<file path="src/rtl/fir33_pkg.sv">
// ----------------------------------------------------------------------------
// fir33_pkg
// Types and constants for the 33-tap circular FIR filter.
// ----------------------------------------------------------------------------
package fir33_pkg;

	// stream payload widths
	localparam int IN_SAMPLE_W  = 16;
	localparam int IN_TDATA_W   = 16;
	localparam int SUM_W        = 29;
	localparam int DISP_W       = 8;
	localparam int OUT_TDATA_W  = 40;

	// coefficient file
	localparam int COEF_W       = 8;
	localparam int COEF_REGS    = 33;
	localparam int COEF_IDX_W   = $clog2(COEF_REGS);
	localparam int TAPS_PER_REG = 8;

	// display byte
	localparam int SHIFT_OUT    = 13;
	localparam int DISPLAY_BIAS = 128;

	// configuration port
	localparam int CFG_W        = 64;
	localparam int CFG_IDX_W    = 3;

	typedef enum logic [CFG_IDX_W-1:0] {
		REG_TAPS_0_7   = 3'd0,
		REG_TAPS_8_15  = 3'd1,
		REG_TAPS_16_23 = 3'd2,
		REG_TAPS_24_31 = 3'd3,
		REG_TAP_32     = 3'd4
	} cfg_reg_t;

	typedef enum logic [3:0] {
		ST_IDLE = 4'b0001,
		ST_RUN  = 4'b0010,
		ST_WAIT = 4'b0100,
		ST_FIN  = 4'b1000
	} state_t;

endpackage

</file>
<file path="src/rtl/fir_filter_circular_33tap_unit.sv">
// ----------------------------------------------------------------------------
// fir_filter_circular_33tap_unit
// Integer FIR filter over a circular delay line held in a synchronous memory,
// one shared multiply-accumulate stepping through the taps for each sample.
// ----------------------------------------------------------------------------
//  channel   | dir | payload                                  | handshake
//  s_*       | in  | tdata: sample[15:0]                      | tvalid/tready
//  m_*       | out | tdata: filtered_sum[28:0], display[36:29]| tvalid/tready
//  cfg_*     | in  | cfg_index selects register, cfg_data     | cfg_we, no wait
//
//  each sample passes through accept, TAPS delay line reads through the
//  single read port of the sample memory, an accumulate drain, an output load.
//  reset clears the coefficients, the write position and the per-entry valid
//  bits; an entry never written since reset reads as zero.
//  a finished word waits in the output register; the next sample is accepted
//  meanwhile, and only the output load stalls until that word is taken.
// ----------------------------------------------------------------------------
module fir_filter_circular_33tap_unit #(
	parameter int TAPS        = 33,
	parameter int SAMPLE_BITS = 16
) (
	input  logic                                 clk,
	input  logic                                 arst_n,
	// sample[15:0]
	input  logic [fir33_pkg::IN_TDATA_W-1:0]     s_tdata,
	input  logic                                 s_tvalid,
	output logic                                 s_tready,
	// filtered_sum[28:0], display_byte[36:29], zero fill[39:37]
	output logic [fir33_pkg::OUT_TDATA_W-1:0]    m_tdata,
	output logic                                 m_tvalid,
	input  logic                                 m_tready,
	input  logic                                 cfg_we,
	input  logic [fir33_pkg::CFG_IDX_W-1:0]      cfg_index,
	input  logic [fir33_pkg::CFG_W-1:0]          cfg_data
);
	import fir33_pkg::*;

	localparam int AW    = $clog2(TAPS);
	localparam int PROD_W = SAMPLE_BITS + COEF_W;
	localparam int ACC_W  = PROD_W + $clog2(COEF_REGS) + 1;
	localparam int EXT_W  = (ACC_W > SUM_W) ? ACC_W : SUM_W;
	localparam logic [AW-1:0] LAST_ADDR = AW'(TAPS - 1);

	state_t state_q;

	// coefficient registers
	logic signed [COEF_W-1:0] coef_q [COEF_REGS];

	// delay line memory and its valid bits
	logic [SAMPLE_BITS-1:0] mem [TAPS];
	logic [TAPS-1:0]        valid_q;

	logic [AW-1:0] pos_q;
	logic [AW-1:0] rd_addr_q;
	logic [AW-1:0] cnt_q;

	// read / multiply stage
	logic [SAMPLE_BITS-1:0]   rd_data_s1;
	logic                     rd_valid_s1;
	logic                     rd_vld_s1;
	logic signed [COEF_W-1:0] coef_s1;

	logic signed [ACC_W-1:0]  acc_q;
	logic [SUM_W-1:0]         sum_q;
	logic [DISP_W-1:0]        disp_q;
	logic                     m_tvalid_q;

	logic                     in_acc;
	logic                     out_load;
	logic signed [IN_SAMPLE_W-1:0] in_sample;
	logic signed [SAMPLE_BITS-1:0] new_sample;
	logic signed [SAMPLE_BITS-1:0] tap_sample;
	logic signed [PROD_W-1:0]      prod;
	logic signed [EXT_W-1:0]       acc_ext;
	logic signed [COEF_W-1:0]      coef_sel;

	assign s_tready  = (state_q == ST_IDLE);
	assign in_acc    = s_tvalid && s_tready;
	assign out_load  = (state_q == ST_FIN) && (!m_tvalid_q || m_tready);

	assign in_sample  = s_tdata[IN_SAMPLE_W-1:0];
	assign new_sample = SAMPLE_BITS'(in_sample);

	// taps beyond the coefficient file weigh zero
	assign coef_sel = (32'(cnt_q) < COEF_REGS) ? coef_q[COEF_IDX_W'(cnt_q)] : '0;

	assign tap_sample = rd_valid_s1 ? $signed(rd_data_s1) : '0;
	assign prod       = tap_sample * coef_s1;
	assign acc_ext    = EXT_W'(acc_q);

	// sequencer
	always_ff @(posedge clk or negedge arst_n) begin
		if (!arst_n) begin
			state_q   <= ST_IDLE;
			pos_q     <= '0;
			rd_addr_q <= '0;
			cnt_q     <= '0;
		end else begin
			unique case (state_q)
				ST_IDLE: begin
					if (in_acc) begin
						rd_addr_q <= pos_q;
						cnt_q     <= '0;
						pos_q     <= (pos_q == '0) ? LAST_ADDR : pos_q - 1'b1;
						state_q   <= ST_RUN;
					end
				end
				ST_RUN: begin
					rd_addr_q <= (rd_addr_q == LAST_ADDR) ? '0 : rd_addr_q + 1'b1;
					cnt_q     <= cnt_q + 1'b1;
					if (cnt_q == LAST_ADDR) begin
						state_q <= ST_WAIT;
					end
				end
				ST_WAIT: begin
					state_q <= ST_FIN;
				end
				ST_FIN: begin
					if (out_load) begin
						state_q <= ST_IDLE;
					end
				end
				default: begin
					state_q <= ST_IDLE;
				end
			endcase
		end
	end

	// sample memory: write on accept, one registered read per cycle
	always_ff @(posedge clk) begin
		if (in_acc) begin
			mem[pos_q] <= new_sample;
		end
		rd_data_s1 <= mem[rd_addr_q];
	end

	always_ff @(posedge clk or negedge arst_n) begin
		if (!arst_n) begin
			valid_q     <= '0;
			rd_valid_s1 <= 1'b0;
			rd_vld_s1   <= 1'b0;
		end else begin
			if (in_acc) begin
				valid_q[pos_q] <= 1'b1;
			end
			rd_valid_s1 <= valid_q[rd_addr_q];
			rd_vld_s1   <= (state_q == ST_RUN);
		end
	end

	always_ff @(posedge clk) begin
		coef_s1 <= coef_sel;
	end

	// multiply-accumulate
	always_ff @(posedge clk) begin
		if (in_acc) begin
			acc_q <= '0;
		end else if (rd_vld_s1) begin
			acc_q <= acc_q + ACC_W'(prod);
		end
	end

	// output register
	always_ff @(posedge clk) begin
		if (out_load) begin
			sum_q  <= acc_ext[SUM_W-1:0];
			disp_q <= acc_q[SHIFT_OUT +: DISP_W] + DISP_W'(DISPLAY_BIAS);
		end
	end

	always_ff @(posedge clk or negedge arst_n) begin
		if (!arst_n) begin
			m_tvalid_q <= 1'b0;
		end else if (out_load) begin
			m_tvalid_q <= 1'b1;
		end else if (m_tready) begin
			m_tvalid_q <= 1'b0;
		end
	end

	assign m_tvalid = m_tvalid_q;
	assign m_tdata  = {(OUT_TDATA_W - SUM_W - DISP_W)'(0), disp_q, sum_q};

	// coefficient writes, unknown index ignored
	always_ff @(posedge clk or negedge arst_n) begin
		if (!arst_n) begin
			for (int i = 0; i < COEF_REGS; i++) begin
				coef_q[i] <= '0;
			end
		end else if (cfg_we) begin
			unique case (cfg_index) inside
				REG_TAPS_0_7, REG_TAPS_8_15, REG_TAPS_16_23, REG_TAPS_24_31: begin
					for (int k = 0; k < TAPS_PER_REG; k++) begin
						coef_q[COEF_IDX_W'({cfg_index[1:0], 3'(k)})] <= cfg_data[COEF_W*k +: COEF_W];
					end
				end
				REG_TAP_32: begin
					coef_q[COEF_REGS-1] <= cfg_data[COEF_W-1:0];
				end
				default: begin
				end
			endcase
		end
	end

	// assertions
	a_accept_starts: assert property (@(posedge clk) disable iff (!arst_n)
		in_acc |=> (state_q == ST_RUN) && (cnt_q == '0) && (acc_q == '0))
		else $error("accept did not start a clean pass");

	a_pos_steps_back: assert property (@(posedge clk) disable iff (!arst_n)
		in_acc |=> (pos_q == (($past(pos_q) == '0) ? LAST_ADDR : $past(pos_q) - 1'b1)))
		else $error("write position did not step back by one");

	a_last_read: assert property (@(posedge clk) disable iff (!arst_n)
		(state_q == ST_RUN) && (cnt_q == LAST_ADDR) |=> (state_q == ST_WAIT) && rd_vld_s1)
		else $error("last tap read not followed by drain");

	a_out_from_fin: assert property (@(posedge clk) disable iff (!arst_n)
		$rose(m_tvalid_q) |-> $past(state_q == ST_FIN))
		else $error("output word loaded outside the final state");

endmodule
</file>
<file path="config.mk">
export PLATFORM = sky130hd
export DESIGN_NAME = fir_filter_circular_33tap_unit
export DESIGN_NICKNAME = d
export VERILOG_FILES = /design/src/rtl/fir33_pkg.sv /design/src/rtl/fir_filter_circular_33tap_unit.sv
export SDC_FILE = /design/constraint.sdc
export NUM_CORES = 2
export LEC_CHECK = 0
export ABC_AREA = 1
export ABC_CLOCK_PERIOD_IN_PS = 5500
export BUFFER_PORTS_ARGS = -buffer_cell sky130_fd_sc_hd__buf_2
export CAP_MARGIN = 20
export CORE_MARGIN = 8
export CORE_UTILIZATION = 44
export DETAILED_ROUTE_END_ITERATION = 16
export PLACE_DENSITY = 0.58
export SLEW_MARGIN = 0
export SYNTH_ARGS = -nofsm -noshare
export SYNTH_HDL_FRONTEND = slang
export SYNTH_SLANG_ARGS = --single-unit
</file>
<file path="constraint.sdc">
create_clock -name clk -period 5.5 [get_ports clk]
set_input_delay 0 -clock clk [delete_from_list [all_inputs] [get_ports clk]]
set_output_delay 0 -clock clk [all_outputs]
set_load 0.02 [all_outputs]
</file>
# Yosys cells after proc, flatten, opt, wreduce, memory -nomap -nowiden
# Memory sizes are Yosys's and may differ from the RTL's. A register that Yosys moved wholly into a read port is not among the register bits.
# Cells that the tools add are included.
# W data, S select, Z words.
# op_classes
add_sub_neg	5
mul	1
bitwise	10
mux	47
reduce_logical	24
n_eq_ne	13
magnitude_cmp	21
# ops
operator	n
$bwmux W264	8
$demux W8 S6	8
$mux W8	10
$ge A7 B7 Y1 const B	9
$lt A7 B1 Y1 const B	8
$not A5 Y7	8
$bmux W8 S6	1
$or A33 B33 Y33	1
$add A31 B24 Y31	1
$mul A16 B8 Y24	1
$mux W6	4
$pmux W6 S2	2
$mux W16	1
$pmux W4 S4	1
$pmux W8 S2	1
$lt A6 B7 Y1 const B	2
$add A6 B1 Y6 const B	2
$eq A6 B6 Y1 const B	2
$mux W4	3
$logic_and A1 B1 Y1	11
$add A8 B8 Y8 const B	1
$reduce_and A2 Y1	4
$not A6 Y7	1
$bmux W1 S6	1
other kinds (21)	30
# word_totals
ramBits	528
output_inout_bits	42
in_bits	88
reg_bits	398
n_memories	1
word_cells	167
# memory_table
name	depth	width	read_ports	rd_clocked_by_memory_dff	wr	line	source
mem	33	16	1	1	1	fir_filter_circular_33tap_unit.sv:50	logic [SAMPLE_BITS-1:0] mem [TAPS];

# Longest topological paths before layout
# depth
ltp_word	14
ltp_mapped	28
depth_no_buf	26

# Worst setup path after synthesis
# OpenSTA, ideal clock, no wires.
# synth_timing
kind	reg-to-reg
startpoint	register rd_valid_s1
endpoint	register acc_q[21] (netlist: acc_ext[21])
path_buffers	1
required_ps	5391
path_stages_with_launch	21
synth_period_minus_slack_ps	5429
slack_ps	71
arrival_time_ps	5320
cell_sequence	dfrtp_1 -> clkbuf_1 -> nand2_1 -> nor2_1 -> inv_1 -> fa_1 -> inv_1 -> fa_1 -> fa_1 -> fa_1 -> ha_1 -> ha_1 -> nand2_1 -> nor2_1 -> inv_1 -> nor2_1 -> nand4_1 -> nand4_1 -> nand3_1 -> nand2_1 -> inv_1
# synth_via
elab_chain_cells	3
# synth_lines
item	line	source
start, declared	fir_filter_circular_33tap_unit.sv:59	logic rd_valid_s1;
start signal, assigned	fir_filter_circular_33tap_unit.sv:147	rd_valid_s1 <= valid_q[rd_addr_q];
$mux W16	fir_filter_circular_33tap_unit.sv:87	assign tap_sample = rd_valid_s1 ? $signed(rd_data_s1) : '0;
$mul A16 B8 Y24	fir_filter_circular_33tap_unit.sv:88	assign prod = tap_sample * coef_s1;
$add A31 B24 Y31	fir_filter_circular_33tap_unit.sv:161	acc_q <= acc_q + ACC_W'(prod);
end signal, assigned	fir_filter_circular_33tap_unit.sv:161	
end, declared	fir_filter_circular_33tap_unit.sv:63	logic signed [ACC_W-1:0] acc_q;
# Every way passes these cells.
# A chain may end at the register's enable or synchronous reset.

# Worst setup path in the final report
# layout_timing
startpoint	register rd_valid_s1
endpoint	register acc_q[20] (netlist: acc_ext[20])
# The elaborated chain is that of the path after synthesis.

==> qor.yml <==
detailed_routing:
  wl_per_cell_um: 20.6
  vias_per_cell: 5.38
  firstDrtPassIters: 5
  num_vias: 31740
  drcViolationCount: 0
  drt-initial-drc-count: 3056
  wl_mm: 122
  ant_nets: 0
pwr:
  p_per_area_nw_per_um2: 590
  leakagePower_nw: 21.0
  p_comb_share_pct: 47.9
  internal_power_w: 0.0166
  switchingPower_w: 0.0129
  ir_drop_v: 0.000622
  pwr-share-clk_pct: 21.8
  p_sw_share_pct: 43.6
  p_seq_share_pct: 30.3
yosys:
  yosys_warnings: 0
  ys_top_cells_by_area: "edfxtp_1, dfrtp_1, o21ai_0"
  synthCells: 4377
  syn_area_sq_um: 44100
  ys_seq_elements: 933
  syn_area_per_cell_sq_um: 10.1
  synth_top_area_share_pct: 38.0
  ys_seq_area_share_pct: 58.7
  synth_cell_types: 43
  synth_largest_area_cell: "edfxtp_1"
critical_path:
  rr_endpoint: "acc_ext[20]"
  regToRegSetupSlack_ns: 0.31
  end_kind: "flop"
  rr_worst_depth: 25
  critPathMaxFanout: 7
  r2r-start: "rd_valid_s1"
  worst-setup-path-type: "flop to flop"
  worstPathRequired_ns: 6.10
  cp_slowest_cell: "fa_1"
  critPathLaunchType: "flop"
  cp.arrival_ns: 5.79
  crit_path_max_incr_delay_ns: 0.50
die:
  initial_core_util_pct: 44.2
  dieArea_sq_um: 111000
  pin_count: 130
  coreArea_sq_um: 99700
  row_count: 116
  die_h_um: 333
  die_w_um: 333
sta:
  relSlewSlack_pct: 20.7
  clock_skew_ns: 0.0171
  tightest_slew_ns: 1.19
  rsz0062_at_grt: "no"
  min_period_ns: 5.19
  setup_tns_ns: 0
  fin_crit_sh_pct: 94.4
  setup_viol: 0
  holdWs_ns: -0.0317
  hold_viol_final: 8
  maxSlewViolCount: 0
  max_freq_mhz: 193
clocking:
  cts.sinks: 933
  cts_tree: "done"
  htree_levels: 3
  numCtsBuffers: 98
  cts-root-buf: "clkbuf_16"
  clkTransAtPathRegs_ns: 0.06
  clk_latency_ns: 0.67
  cts.path.max_buffers: 3
global_routing:
  grt_overflow: 0
  grt_pass1_vias: 30581
  grt_usage_pct: 21.5
  use_met3_pct: 3.65
  top_usage_layer: "met2"
  grt_start_max_net_pins: 217
  met1_usage_pct: 31.1
  grt_pass1_wl_mm: 187
  antenna_found_initial: 2
  use_met2_pct: 33.0
finish:
  drive_gt1_share_pct: 8.63
  post-route-util_pct: 50.1
  n_antenna_cell: 0
  most-common-layout-cells: "nand2_1, o21ai_0, nor2_1, edfxtp_1, inv_1"
  register_area_sq_um: 25900
  finalNetCount: 4827
  area_growth_pct: 13.4
  n_fill_cell: 9043
  multi_input_comb_area_sq_um: 15700
  final_common_cell: "nand2_1"
placed_design:
  hpwlAfterDp_mm: 75.5
  io_buffers: 126
  gp_congestion: 0.877
flow_run:
  max_cap_violations: 0
run_status:
  violations: "negative hold slack"
  status: "finished, violations left"
min_path:
  holdCritPathClass: "primary input to async pin"
==> cells in the mapped netlist <==
master,instances
buf_6,10
o211ai_1,38
buf_2,47
dfxtp_1,53
a21oi_2,1
o21ai_0,712
nor2_4,1
o22ai_1,149
nor3_1,9
inv_2,6
and2_1,1
a21oi_1,79
nand3_1,112
fa_1,148
a21o_1,3
buf_1,10
xnor2_1,4
nor2_2,1
o21bai_1,13
nand3b_1,2
dfrtp_1,321
nor4_2,1
nand2_2,2
or2_1,9
nor2_1,616
o31ai_1,1
edfxtp_1,558
o221ai_1,2
inv_1,375
xor2_1,12
clkinv_1,5
nand4_1,37
o21ai_1,20
dfstp_2,1
o32ai_1,1
a22oi_1,4
buf_8,1
buf_4,19
nand2_1,742
ha_1,70
clkbuf_1,168
conb_1,1
or2_2,12
==> power groups by stage <==
stage | clock network (W) | registers (W) | logic [W]
2_1_floorplan | 0 | 0.00868 | 0.00999
3_3_place_gp | 0 | 0.00905 | 0.0139
3_5_place_dp | 0 | 0.00906 | 0.0140
4_1_cts | 0.00659 | 0.00893 | 0.0141
5_1_grt | 0.00685 | 0.00903 | 0.0159
6_report | 0.00644 | 0.00893 | 0.0141
==> layer usage <==
metal,routed length (um),up-vias
met4,4130,0
li1,-,15013
met1,54800,15441
met2,54300,1093
met3,8370,193
met5,0,-
==> registers in the layout, indices dropped and copies added (netlist names) <==
register and cells:
mem 528, coef_q 264, valid_q 33, acc_ext 29
sum_q 29, rd_data_s1 16, coef_s1 8, cnt_q 6
pos_q 6, rd_addr_q 6, state_q 4, disp_q 1
m_tvalid 1, rd_valid_s1 1, rd_vld_s1 1
==> worst max-delay path: cells and delay by family (launching register included) <==
kind                       cells  cell delay, ns
buffers and inverters          8            0.77
AOI/OAI and AO/OA              1            0.09
xor gates and xnor gates       1            0.23
adders and majority gates      7            2.67
DFF                            1            0.42
and+or+nand+nor                8            0.94
==> cell families after synthesis <==
| kind of cell | after synthesis | synth area share (%) |
|---|---|---|
| AOI/OAI and AO/OA | 1023 | 12.4 |
| xor gates and xnor gates | 16 | 0.318 |
| adders and majority gates | 218 | 8.71 |
| buffers and inverters | 641 | 5.95 |
| DFF | 933 | 58.7 |
| other | 1 | 0.00851 |
| and+or+nand+nor | 1545 | 13.9 |
==> worst max-delay path by stage <==
stage	startpoint	to	cells after the start
after CTS	rd_valid_s1	acc_ext[20]	25
after global placement	rd_valid_s1	acc_ext[20]	25
after global routing	rd_valid_s1	acc_ext[18]	25
final	rd_valid_s1	acc_ext[20]	25
after floorplan	rd_valid_s1	acc_ext[21]	20
after detailed placement	rd_valid_s1	acc_ext[20]	25
==> through the flow <==
stage               setup slack (ns)  instance area, sq um  power [W]  hold slack [ns]  instances
floorplan                     0.0714                 44100     0.0187           -0.296       4379
global placement               0.449                 45900     0.0229            0.168       5624
detailed placement             0.344                 45900     0.0231            0.163       5625
CTS                            0.307                 49900     0.0297          0.00732       5894
global route                 0.00807                 50000     0.0318           0.0745       5900
finish                         0.310                 50000     0.0295          -0.0317       5900
==> area by class of cell <==
class	instances	share of cell area, %
inverters	386	2.92
well taps	1298	3.25
flip-flops and latches	933	51.8
clock inverters	37	0.563
repair buffers	297	4.47
clock buffers	144	5.70
multi-input cells	2805	31.3
==> timing repair <==
action,CTS,global route
resized for setup,0,1
hold buffers,88,0
setup endpoints to repair,0,1
setup buffers,0,0
hold endpoints to repair,921,0
Power figures use the tool's default switching activity.
